<file path="config.mk">
export PLATFORM = sky130hd
export DESIGN_NAME = rgb_pixel_format_blit
export DESIGN_NICKNAME = d
export VERILOG_FILES = /design/src/sv/rpfb_pkg.sv /design/src/sv/rpfb_chan.sv /design/src/sv/rpfb_offs.sv /design/src/sv/rgb_pixel_format_blit.sv
export VERILOG_INCLUDE_DIRS = /design/src /design/src/sv
export SDC_FILE = /design/constraint.sdc
export NUM_CORES = 2
export LEC_CHECK = 0
export BUFFER_PORTS_ARGS = -buffer_cell sky130_fd_sc_hd__buf_2
export CAP_MARGIN = 40
export CORE_ASPECT_RATIO = 1.4
export CORE_MARGIN = 1.5
export CORE_UTILIZATION = 45
export DETAILED_ROUTE_END_ITERATION = 8
export GPL_ROUTABILITY_DRIVEN = 0
export PLACE_DENSITY_LB_ADDON = 0.3
export SLEW_MARGIN = 10
export SYNTH_ARGS = -nofsm -noshare
export SYNTH_HDL_FRONTEND = slang
export SYNTH_SLANG_ARGS = --single-unit
</file>
<file path="constraint.sdc">
create_clock -name clk -period 6.4 [get_ports clk]
set_input_delay 0.64 -clock clk [delete_from_list [all_inputs] [get_ports clk]]
set_output_delay 0.64 -clock clk [all_outputs]
set_load 0.005 [all_outputs]
</file>
<file path="src/sv/assert_macros.svh">
// assertion helpers for the pixel format blit block
// used by the top level only; expects clk and rst in scope
`ifndef ASSERT_MACROS_SVH
`define ASSERT_MACROS_SVH

// antecedent implies consequent in the same cycle (consequent may hold a delay)
`define ASSERT_IMPL(label, ante, cons, msg) \
  label: assert property (@(posedge clk) disable iff (rst) (ante) |-> cons) \
    else $error(msg);

// antecedent implies consequent in the next cycle
`define ASSERT_NEXT(label, ante, cons, msg) \
  label: assert property (@(posedge clk) disable iff (rst) (ante) |=> (cons)) \
    else $error(msg);

`endif

</file>
<file path="src/sv/rpfb_pkg.sv">
// shared types, register codes and helpers for the pixel format blit block
// no dependencies
`default_nettype none

package rpfb_pkg;

  // largest frame side honored; larger width or height registers clip here too
  localparam int unsigned MAX_DIM = 4096;

  // divide by 255: (x * RECIP_255) >> RECIP_SHIFT is exact for 16-bit x
  localparam logic [15:0] RECIP_255   = 16'd32897;
  localparam int unsigned RECIP_SHIFT = 23;

  localparam int unsigned CFG_IDX_W  = 3;
  localparam int unsigned CFG_DATA_W = 16;

  // configuration register indexes
  localparam logic [CFG_IDX_W-1:0] REG_RED_LAYOUT   = 3'd0;
  localparam logic [CFG_IDX_W-1:0] REG_GREEN_LAYOUT = 3'd1;
  localparam logic [CFG_IDX_W-1:0] REG_BLUE_LAYOUT  = 3'd2;
  localparam logic [CFG_IDX_W-1:0] REG_OUT_BYTES    = 3'd3;
  localparam logic [CFG_IDX_W-1:0] REG_FRAME_WIDTH  = 3'd4;
  localparam logic [CFG_IDX_W-1:0] REG_FRAME_HEIGHT = 3'd5;
  localparam logic [CFG_IDX_W-1:0] REG_DST_PITCH    = 3'd6;

  // legal destination pixel sizes
  localparam logic [2:0] BYTES_24BPP = 3'd3;
  localparam logic [2:0] BYTES_32BPP = 3'd4;

  typedef struct packed {
    logic [31:0] pixel;
    logic [11:0] col;
    logic [11:0] row;
  } px_item_t;

  typedef struct packed {
    logic [31:0] packed_res;
    logic [27:0] byte_offset;
  } px_result_t;

  typedef struct packed {
    logic [8:0]  red_layout;
    logic [8:0]  green_layout;
    logic [8:0]  blue_layout;
    logic [2:0]  out_bytes;
    logic [12:0] frame_width;
    logic [12:0] frame_height;
    logic [15:0] dst_pitch;
  } cfg_t;

  // channel full-scale value 2^size - 1, size saturated at eight
  function automatic logic [7:0] chan_maxv(input logic [8:0] layout);
    logic [3:0] sz;
    logic [8:0] full;
    sz = (layout[8:5] > 4'd8) ? 4'd8 : layout[8:5];
    full = (9'd1 << sz) - 9'd1;
    return full[7:0];
  endfunction

endpackage

`default_nettype wire

</file>
<file path="src/sv/rpfb_chan.sv">
// one color channel: scale 8 bits to the channel size and move it into place
// three register stages; uses rpfb_pkg
`default_nettype none

module rpfb_chan (
  input  wire logic        clk,
  input  wire logic [7:0]  value,
  input  wire logic [8:0]  layout,
  output logic      [31:0] placed
);

  logic [15:0] prod;
  logic [4:0]  shift1;
  logic [7:0]  quot;
  logic [4:0]  shift2;
  logic [31:0] recip_full;

  // stage 1: value times full scale
  always_ff @(posedge clk) begin
    prod   <= 16'(value * rpfb_pkg::chan_maxv(layout));
    shift1 <= layout[4:0];
  end

  // stage 2: divide by 255 through the reciprocal
  assign recip_full = prod * rpfb_pkg::RECIP_255;

  always_ff @(posedge clk) begin
    quot   <= recip_full[rpfb_pkg::RECIP_SHIFT +: 8];
    shift2 <= shift1;
  end

  // stage 3: move to the channel position, bits past 31 drop off
  always_ff @(posedge clk) begin
    placed <= {24'd0, quot} << shift2;
  end

endmodule

`default_nettype wire

</file>
<file path="src/sv/rpfb_offs.sv">
// destination byte offset row * pitch + col * bytes
// three register stages; no package dependency, pitch and bytes come from the top level config
`default_nettype none

module rpfb_offs (
  input  wire logic        clk,
  input  wire logic [11:0] row,
  input  wire logic [11:0] col,
  input  wire logic [15:0] pitch,
  input  wire logic [2:0]  bytes,
  output logic      [27:0] offset
);

  logic [27:0] row_part;
  logic [14:0] col_part;
  logic [28:0] sum;
  logic [27:0] offset_mid;

  // stage 1: both products
  always_ff @(posedge clk) begin
    row_part <= row * pitch;
    col_part <= col * bytes;
  end

  // stage 2: add, keep 28 bits
  assign sum = {1'b0, row_part} + {14'd0, col_part};

  always_ff @(posedge clk) begin
    offset_mid <= sum[27:0];
  end

  // stage 3: align with the channel path
  always_ff @(posedge clk) begin
    offset <= offset_mid;
  end

endmodule

`default_nettype wire

</file>
<file path="src/sv/rgb_pixel_format_blit.sv">
// XRGB8888 to channel-mask pixel converter with frame clipping
// top level; uses rpfb_pkg, rpfb_chan, rpfb_offs and assert_macros.svh
`default_nettype none

// One pixel is taken per clock whenever start is high and busy is low; busy
// is high only around reset. A pixel inside the frame gives its result on
// done after three stages of channel scaling (multiply by the full-scale
// value, multiply by the reciprocal of 255, shift into place) and the
// output register where the channels are merged. The receiver cannot
// stall, so the result is there for exactly that one cycle. Clipped pixels,
// and every pixel while out_bytes is neither 3 nor 4, give no result.
// Configuration writes are always ready and must only come while no pixel
// is in flight.

`include "assert_macros.svh"

module rgb_pixel_format_blit (
  input  wire logic                                clk,
  input  wire logic                                rst,
  input  wire logic                                start,
  output logic                                     busy,
  input  wire rpfb_pkg::px_item_t                  item,
  output logic                                     done,
  output rpfb_pkg::px_result_t                     result,
  input  wire logic                                cfg_valid,
  output logic                                     cfg_ready,
  input  wire logic [rpfb_pkg::CFG_IDX_W-1:0]      cfg_index,
  input  wire logic [rpfb_pkg::CFG_DATA_W-1:0]     cfg_data
);

  rpfb_pkg::cfg_t cfg;
  logic           accept;
  logic           bytes_ok;
  logic           col_in;
  logic           row_in;
  logic           keep;
  logic [2:0]     valid_pipe;
  logic [31:0]    red_placed;
  logic [31:0]    green_placed;
  logic [31:0]    blue_placed;
  logic [31:0]    merged;
  logic [27:0]    offset;

  // busy only while coming out of reset
  always_ff @(posedge clk) begin
    if (rst) begin
      busy <= 1'b1;
    end else begin
      busy <= 1'b0;
    end
  end

  assign cfg_ready = 1'b1;
  assign accept    = start && !busy;

  // configuration registers
  always_ff @(posedge clk) begin
    if (rst) begin
      cfg.red_layout   <= 9'd272;
      cfg.green_layout <= 9'd264;
      cfg.blue_layout  <= 9'd256;
      cfg.out_bytes    <= rpfb_pkg::BYTES_32BPP;
      cfg.frame_width  <= 13'd640;
      cfg.frame_height <= 13'd480;
      cfg.dst_pitch    <= 16'd2560;
    end else if (cfg_valid && cfg_ready) begin
      case (cfg_index)
        rpfb_pkg::REG_RED_LAYOUT:   cfg.red_layout   <= cfg_data[8:0];
        rpfb_pkg::REG_GREEN_LAYOUT: cfg.green_layout <= cfg_data[8:0];
        rpfb_pkg::REG_BLUE_LAYOUT:  cfg.blue_layout  <= cfg_data[8:0];
        rpfb_pkg::REG_OUT_BYTES:    cfg.out_bytes    <= cfg_data[2:0];
        rpfb_pkg::REG_FRAME_WIDTH:  cfg.frame_width  <= cfg_data[12:0];
        rpfb_pkg::REG_FRAME_HEIGHT: cfg.frame_height <= cfg_data[12:0];
        rpfb_pkg::REG_DST_PITCH:    cfg.dst_pitch    <= cfg_data;
        default: ;
      endcase
    end
  end

  // clipping against the frame, the largest frame side and the pixel size
  assign bytes_ok = (cfg.out_bytes == rpfb_pkg::BYTES_24BPP) ||
                    (cfg.out_bytes == rpfb_pkg::BYTES_32BPP);
  assign col_in   = ({1'b0, item.col} < cfg.frame_width) &&
                    (32'(item.col) < rpfb_pkg::MAX_DIM);
  assign row_in   = ({1'b0, item.row} < cfg.frame_height) &&
                    (32'(item.row) < rpfb_pkg::MAX_DIM);
  assign keep     = bytes_ok && col_in && row_in;

  // valid bits alongside the datapath stages
  always_ff @(posedge clk) begin
    if (rst) begin
      valid_pipe <= '0;
      done       <= 1'b0;
    end else begin
      valid_pipe <= {valid_pipe[1:0], accept && keep};
      done       <= valid_pipe[2];
    end
  end

  rpfb_chan u_red (
    .clk    (clk),
    .value  (item.pixel[23:16]),
    .layout (cfg.red_layout),
    .placed (red_placed)
  );

  rpfb_chan u_green (
    .clk    (clk),
    .value  (item.pixel[15:8]),
    .layout (cfg.green_layout),
    .placed (green_placed)
  );

  rpfb_chan u_blue (
    .clk    (clk),
    .value  (item.pixel[7:0]),
    .layout (cfg.blue_layout),
    .placed (blue_placed)
  );

  rpfb_offs u_offs (
    .clk    (clk),
    .row    (item.row),
    .col    (item.col),
    .pitch  (cfg.dst_pitch),
    .bytes  (cfg.out_bytes),
    .offset (offset)
  );

  // merge channels, 24 bpp keeps only the low three bytes
  always_comb begin
    merged = red_placed | green_placed | blue_placed;
    if (cfg.out_bytes == rpfb_pkg::BYTES_24BPP) begin
      merged[31:24] = 8'd0;
    end
  end

  // output register
  always_ff @(posedge clk) begin
    result.packed_res  <= merged;
    result.byte_offset <= offset;
  end

  // an in-frame pixel always comes out on done after passing the valid pipe
  `ASSERT_IMPL(a_latency, accept && keep, ##4 done, "in-frame pixel lost")
  // nothing comes out on done without a matching in-frame pixel taken before
  `ASSERT_IMPL(a_no_extra, done, $past(accept && keep, 4), "result without pixel")
  // 24 bpp results carry a clear top byte
  `ASSERT_IMPL(a_top_byte, done && (cfg.out_bytes == rpfb_pkg::BYTES_24BPP),
               (result.packed_res[31:24] == 8'd0), "top byte set in 24 bpp mode")

endmodule

`default_nettype wire

</file>
### Word level (Yosys, flattened, before mapping)

Cells that the tools add are included.

* register bits: 434
* input bits: 79
* output and inout port bits: 63

* add/sub/neg operators: 4
* multiply operators: 8
* magnitude comparators: 5
* eq/ne operators: 8
* shift-type cells: 6
* multiplexer cells: 4
* bitwise logic cells: 2
* reduce and logical (&&, ||, !) cells: 14

Operator list (count)
* 8-bit by 5-bit left shift with 32-bit output: 3
* 16-bit by 16-bit multiplier with 31-bit output (second input constant): 3
* 32-bit bitwise OR: 2
* 8-bit by 8-bit multiplier with 16-bit output: 3
* 28-bit by 15-bit adder with 28-bit output: 1
* 12-bit by 16-bit multiplier with 28-bit output: 1
* 12-bit by 13-bit < comparator with 1-bit output: 2
* 1-bit by 4-bit left shift with 8-bit output (first input constant): 3
* 8-bit by 1-bit subtractor with 8-bit output (second input constant): 3
* 12-bit by 3-bit multiplier with 15-bit output: 1
* 2-bit AND reduction: 7
* 3-bit == test (second input constant): 4
* 4-bit greater-than comparator (second input constant): 3
* 4-bit 2-to-1 mux: 3
* 3-bit by 2-bit == test with 1-bit output (second input constant): 3
* 1-bit logical AND: 4
* 3-bit by 1-bit == test with 1-bit output (second input constant): 1
* 3-bit zero test: 1
* 1-bit zero test: 1
* 1-bit logical OR: 1
* 1-bit 2-to-1 mux: 1

### Longest topological paths before layout

* word-level depth: 5
* mapped depth: 23
* depth with buffers taken out: 22

### Hierarchy

From an unflattened synthesis, not the netlist that was laid out.

* cell total of the unflattened synthesis: 3268
* area, all modules: 30463.0 um^2

Modules (own cells, without submodules)
* rpfb_chan (u_blue ...): instances 2, cells an instance 547, area an instance 5213.8 um^2, sequential area each 1321.3 um^2
* rpfb_offs: instances 1, cells an instance 1141, area an instance 10223.6 um^2, sequential area each 1981.9 um^2
* rpfb_chan (u_red): instances 1, cells an instance 527, area an instance 5093.6 um^2, sequential area each 1321.3 um^2
* rgb_pixel_format_blit: instances 1, cells an instance 506, area an instance 4718.3 um^2, sequential area each 2742.6 um^2

### Worst setup path after synthesis

OpenSTA, ideal clock, no wires.

* path type: input-to-reg
* from: in item[3] (netlist name)
* to: reg u_offs.row_part[25]
* arrival: 5.534 ns
* slack: 0.809 ns
* stages: 19
* buffers on the path: 1
* cell sequence: clkbuf_1 -> nand2_1 -> fa_1 -> inv_1 -> fa_1 -> inv_1 -> fa_1 -> inv_1 -> fa_1 -> fa_1 -> ha_1 -> a21o_1 -> a21o_1 -> o31a_2 -> a31oi_4 -> o31ai_2 -> o31a_1 -> nor4b_2 -> a211o_1

* longest elaborated chain between the ends: 1

RTL lines
* from (decl): line rgb_pixel_format_blit.sv:22 `input wire rpfb_pkg::px_item_t item,`
* 12-bit by 16-bit multiplier with 28-bit output: line rpfb_offs.sv:21 `row_part <= row * pitch;`
* to (signal assigned): line rpfb_offs.sv:21
* to (decl): line rpfb_offs.sv:14 `logic [27:0] row_part;`

Every way passes these cells.
A chain may end at the register's enable or synchronous reset.

### Final worst setup path

* from: reg cfg[62] (netlist name)
* to: reg u_green.prod[15]

* longest elaborated chain between the ends: 5

RTL lines
* from (decl): line rgb_pixel_format_blit.sv:31 `rpfb_pkg::cfg_t cfg;`
* 4-bit greater-than comparator: line rpfb_pkg.sv:55 `sz = (layout[8:5] > 4'd8) ? 4'd8 : layout[8:5];`
* 4-bit 2-to-1 mux (*): line rpfb_pkg.sv:55
* 1-bit by 4-bit left shift with 8-bit output (*): line rpfb_pkg.sv:56 `full = (9'd1 << sz) - 9'd1;`
* 8-bit by 1-bit subtractor with 8-bit output (*): line rpfb_pkg.sv:56
* 8-bit by 8-bit multiplier with 16-bit output (*): line rpfb_chan.sv:20 `prod <= 16'(value * rpfb_pkg::chan_maxv(layout));`
* to (signal assigned): line rpfb_chan.sv:20
* to (decl): line rpfb_chan.sv:12 `logic [15:0] prod;`

Mark *: on every way between the ends. The rest lies on a longest branch, timed or not.

==> reports/metrics.sh <==
DIEWIDTH_UM=219.4
NETLIST_AREA_SQ_UM=29490
WORST_PATH_MAX_DELAY_CELL='fa_1'
POSTSYNTH.ASYNCRESETSHARE=0
VIAS=20961
CRITICAL_PATH.REG2REG.ENDPOINT='u_green.prod[15]'
FINAL.SETUP_SKEW_PS=36.51
FINAL-HOLD-VIOLATION-COUNT=0
SETUP_VIOLATIONS=0
SYNTHESIS.YOSYS.WARNINGS=0
CLKTRANSATPATHREGS_PS=60
YOSYSTOPAREACELL='dfxtp_1'
GLOBALROUTE.TOTALOVERFLOW=0
VDD_IR_DROP_MAX_mV=0.2886
CP_DATA_ARRIVAL_TIME_PS=6360
SLOWEST_CELL_DELAY_ON_CRITICAL_PATH_PS=540
HOLD_DEPTH=0
GRT_PASS1_WL_MM=105.9
POST-CTS-SETUP-BUFFER-COUNT=0
DRIVE_GT1_FRAC=0.08045
PLACE_WS_PS=378.7
SYNTH_TOP_CELL_AREA_SHARE=0.2946
SYNTHESIS.INSTANCES=3114
ENDPOINT_WORST_HOLD='u_offs.offset[6]'
IO_BUFFERS=132
PIN_COUNT_OF_THE_BIGGEST_NET_ENTERING_GLOBAL_ROUTING=78
CLOCK_BUFFER_COUNT_FROM_CTS=43
STARTING_DENSITY_OF_THE_CORE=0.4569
WORST-ENDPOINT-REQUIRED_PS=6920
SETUP_REPAIR_AFTER_GLOBAL_ROUTING_MISSED_ITS_MARGIN='no'
NUM-FILL-CELLS=6079
POST_DRT_VIA_CELL_RATIO=5.101
CLOCK.FMAX_MHz=171.2
FINAL_AREA_SQ_UM=32620
NUM_ANTENNA_CELLS=0
CTS_RESIZED=0
POSTLAYOUTCOREUTIL=0.5054
P_LEAK_nW=15.87
TIMING.MAX_CAP.VIOLATIONS=0
ENDPOINT_KIND='register'
CTS_HOLD_BUFFERS=0
DRT_PASS1_ITERATIONS=5
SETUP.WORST_PATH.START_CLASS='register'
SETUP_WS_PS=558.1
WORST_REG_TO_REG_SETUP_SLACK_PS=560
HOLD_PATH_STARTPOINT='u_offs.offset_mid[6]'
YS.FLOP_TYPE='dfxtp_1'
TIMING_WORST_SLEW_PIN_VALUE_PS=879.5
PLACEMENT.CELL_AREA_SQ_UM=31070
NETLIST_TOP_CELLS_AREA='dfxtp_1, ha_1, fa_1'
DETAIL_ROUTE.WL_PER_CELL_UM=15.70
WORST_R2R_STARTPOINT='cfg[62]'
DETAILED_PLACEMENT_WIRELENGTH_ESTIMATE_MM=51.67
SYNTH_AREA_PER_CELL_SQ_UM=9.470
DRC=0
MULTIINPUTGATEAREA_SQ_UM=19070
MAX_SLEW_MARGIN=0.4137
SYNTH_SEQUENTIAL_AREA_RATIO=0.2946
PATH_COMMON_CELL='fa_1'
DESIGN.DIE.AREA_SQ_UM=67100
NUMCLOCKSINKS=434
HOLD_CLASS='register to register'
DRTITER0DRC=817
DIE_Y_UM=305.9
WORSTSETUPPATHTYPE='register to register'
RATIO_OF_FINAL_MINIMUM_PERIOD_TO_CLOCK_PERIOD=0.9128
ANTENNA_FOUND_INITIAL=6
CLK_PATH_BUF_DEPTH=3
WORST_R2R_PATH_DEPTH=19
ANT_NETS=0
P_PER_AREA_nW_PER_UM2=382.7
OUTCOME='completed'
CTS_TREE='built'
SETUP_TOTAL_NEGATIVE_SLACK_PS=0
PERIOD_MINUS_SLACK_PS=5842
MAXSLEWVIOLCOUNT=0
REGAREA_SQ_UM=8688
GRT_USAGE=0.1968
WORST_SKEW_PAIR.LATE_LATENCY_PS=590
NNETSFINAL=3995
NUMBER_OF_ENABLE_FLIP_FLOP_CELLS_AFTER_SYNTHESIS=0
CRIT_PATH_MAX_FANOUT=11
IOPINCOUNT=142
CORE_SQ_UM=64550
AREA_GROWTH_FROM_SYNTHESIS_TO_LAYOUT_PCT=10.62
CTS.ROOT.BUFFER_CELL='clkbuf_16'
DESIGN_POWER_TOTAL_mW=12.49
WL_MM=64.52
YOSYS.CELL_TYPES.COUNT=62
CRITICAL_PATH.N_BUFFERS_INVERTERS=1
CTS-HTREE-LEVELS=2
PATH_CELLS='or2_2 -> or3b_2 -> ha_1 -> nor3_1 -> a21oi_1 -> o21ai_2 -> nand2_1 -> fa_1 -> fa_1 -> fa_1 -> fa_1 -> inv_1 -> ha_1 -> o21ai_0 -> nand2b_1 -> a31oi_1 -> o21ai_0 -> o41ai_1 -> xnor2_1'
PLACEMENT_ROWS=110
SYNTH_SEQ_CELLS=434
GRT_PASS1_VIAS=21529
PATH_DELAY_FAMILY='adder cells'
SYNTHESIS.NETS=3873
state kept, by name (all words and copies together) (netlist names), 8 cells and up:
name / count
cfg: 72
result: 60
u_blue.placed: 32
u_blue.prod: 16
u_blue.quot: 8
u_green.placed: 32
u_green.prod: 16
u_green.quot: 8
u_offs.col_part: 15
u_offs.offset: 28
u_offs.offset_mid: 28
u_offs.row_part: 28
u_red.placed: 32
u_red.prod: 16
u_red.quot: 8
worst max path at each step:
stage                  from             endpoint  cells past startpoint
floorplan           item[3]  u_offs.row_part[25]                     19
global placement    item[3]  u_offs.row_part[25]                     19
detailed placement  item[3]  u_offs.row_part[25]                     19
CTS                 cfg[62]     u_green.prod[14]                     18
global route        cfg[62]     u_green.prod[14]                     18
finish              cfg[62]     u_green.prod[15]                     19
per-layer routing:
layer | up-vias | share of wire | wire length, um | global-route usage
met5 | - | 0.0011 | 72 | 0
met4 | 12 | 0.034 | 2178 | 0.06642
met3 | 136 | 0.038 | 2441 | 0.02708
met2 | 379 | 0.52 | 33830 | 0.3708
met1 | 10081 | 0.40 | 25990 | 0.2237
li1 | 10353 | - | - | -
layout by cell type, fill, tap and decap left out, drive strengths merged, types with 6 or more instances in the layout:
master / instances
nand2: 427
o31ai: 9
o21bai: 12
xor2: 30
nand4: 11
a21o: 44
mux2: 20
ha: 420
o22a: 12
mux2i: 21
and3: 6
and2: 168
xnor2: 81
nand3: 35
or3: 32
fa: 260
nor3: 24
bufinv: 7
dfxtp: 434
nand2b: 46
buf: 151
o21a: 11
o31a: 11
inv: 390
clkinv: 13
nor2b: 49
o22ai: 25
nand3b: 16
a31oi: 7
nor2: 145
a21oi: 156
a211oi: 15
clkbuf: 53
o21ai: 74
final cells by class:
cell class | count | share of cell area
clock inverter | 25 | 0.01154
clock buffer | 53 | 0.03598
inverter | 388 | 0.04464
sequential | 434 | 0.2663
timing repair buffer | 151 | 0.02462
tap | 840 | 0.03222
multi-input combinational | 2218 | 0.5847
cells by family after synthesis:
logic type	count (synthesis)	share of synthesized area
buffers and inverters	462	0.05893
DFF	434	0.2946
adders and majority gates	680	0.3547
AOI/OAI and AO/OA	404	0.08498
muxes	41	0.01476
xor gates and xnor gates	111	0.03297
and+or+nand+nor	981	0.1589
other	1	0.0001272
synth_stat cells (6+ instances only):
master	count
fa_1	260
a31oi_1	6
mux2i_1	21
nand4_1	11
o31ai_1	6
a21oi_1	156
a21o_1	44
o22ai_1	25
o21a_1	11
or3_1	32
nor2_1	145
nor3_1	24
nand3_1	35
o21bai_1	12
nand3b_1	16
ha_1	420
nor2b_1	49
dfxtp_1	434
xnor2_1	81
a211oi_1	15
mux2_2	20
inv_1	385
o22a_1	12
xor2_1	30
clkbuf_1	73
o31a_1	10
nand2_1	427
o21ai_0	70
and2_1	168
nand2b_1	46
worst register-to-register path, stage by stage, from the launching register on:
cell	delay, ps
dfxtp_1	380
or2_2	430
or3b_2	470
ha_1	240
nor3_1	150
a21oi_1	70
o21ai_2	330
nand2_1	130
fa_1	500
fa_1	520
fa_1	520
fa_1	540
inv_1	40
ha_1	320
o21ai_0	90
nand2b_1	110
a31oi_1	240
o21ai_0	180
o41ai_1	360
xnor2_1	160
per-stage QoR:
step,hold slack (ps),instances
after floorplan,309.6,3114
after global placement,310.3,4028
after global routing,307.2,4109
after detailed placement,312.1,4031
final,313.4,4109
after CTS,291.7,4109
report_power, final:
part / internal [mW] / switching (mW) / total (mW) / leakage, nW
logic: 2.80 / 3.19 / 6.00 / 11.5
clock network: 1.61 / 1.11 / 2.72 / 0.752
registers: 3.42 / 0.345 / 3.77 / 3.58
total: 7.84 / 4.65 / 12.5 / 15.9
(Power assumes the default switching activity.)
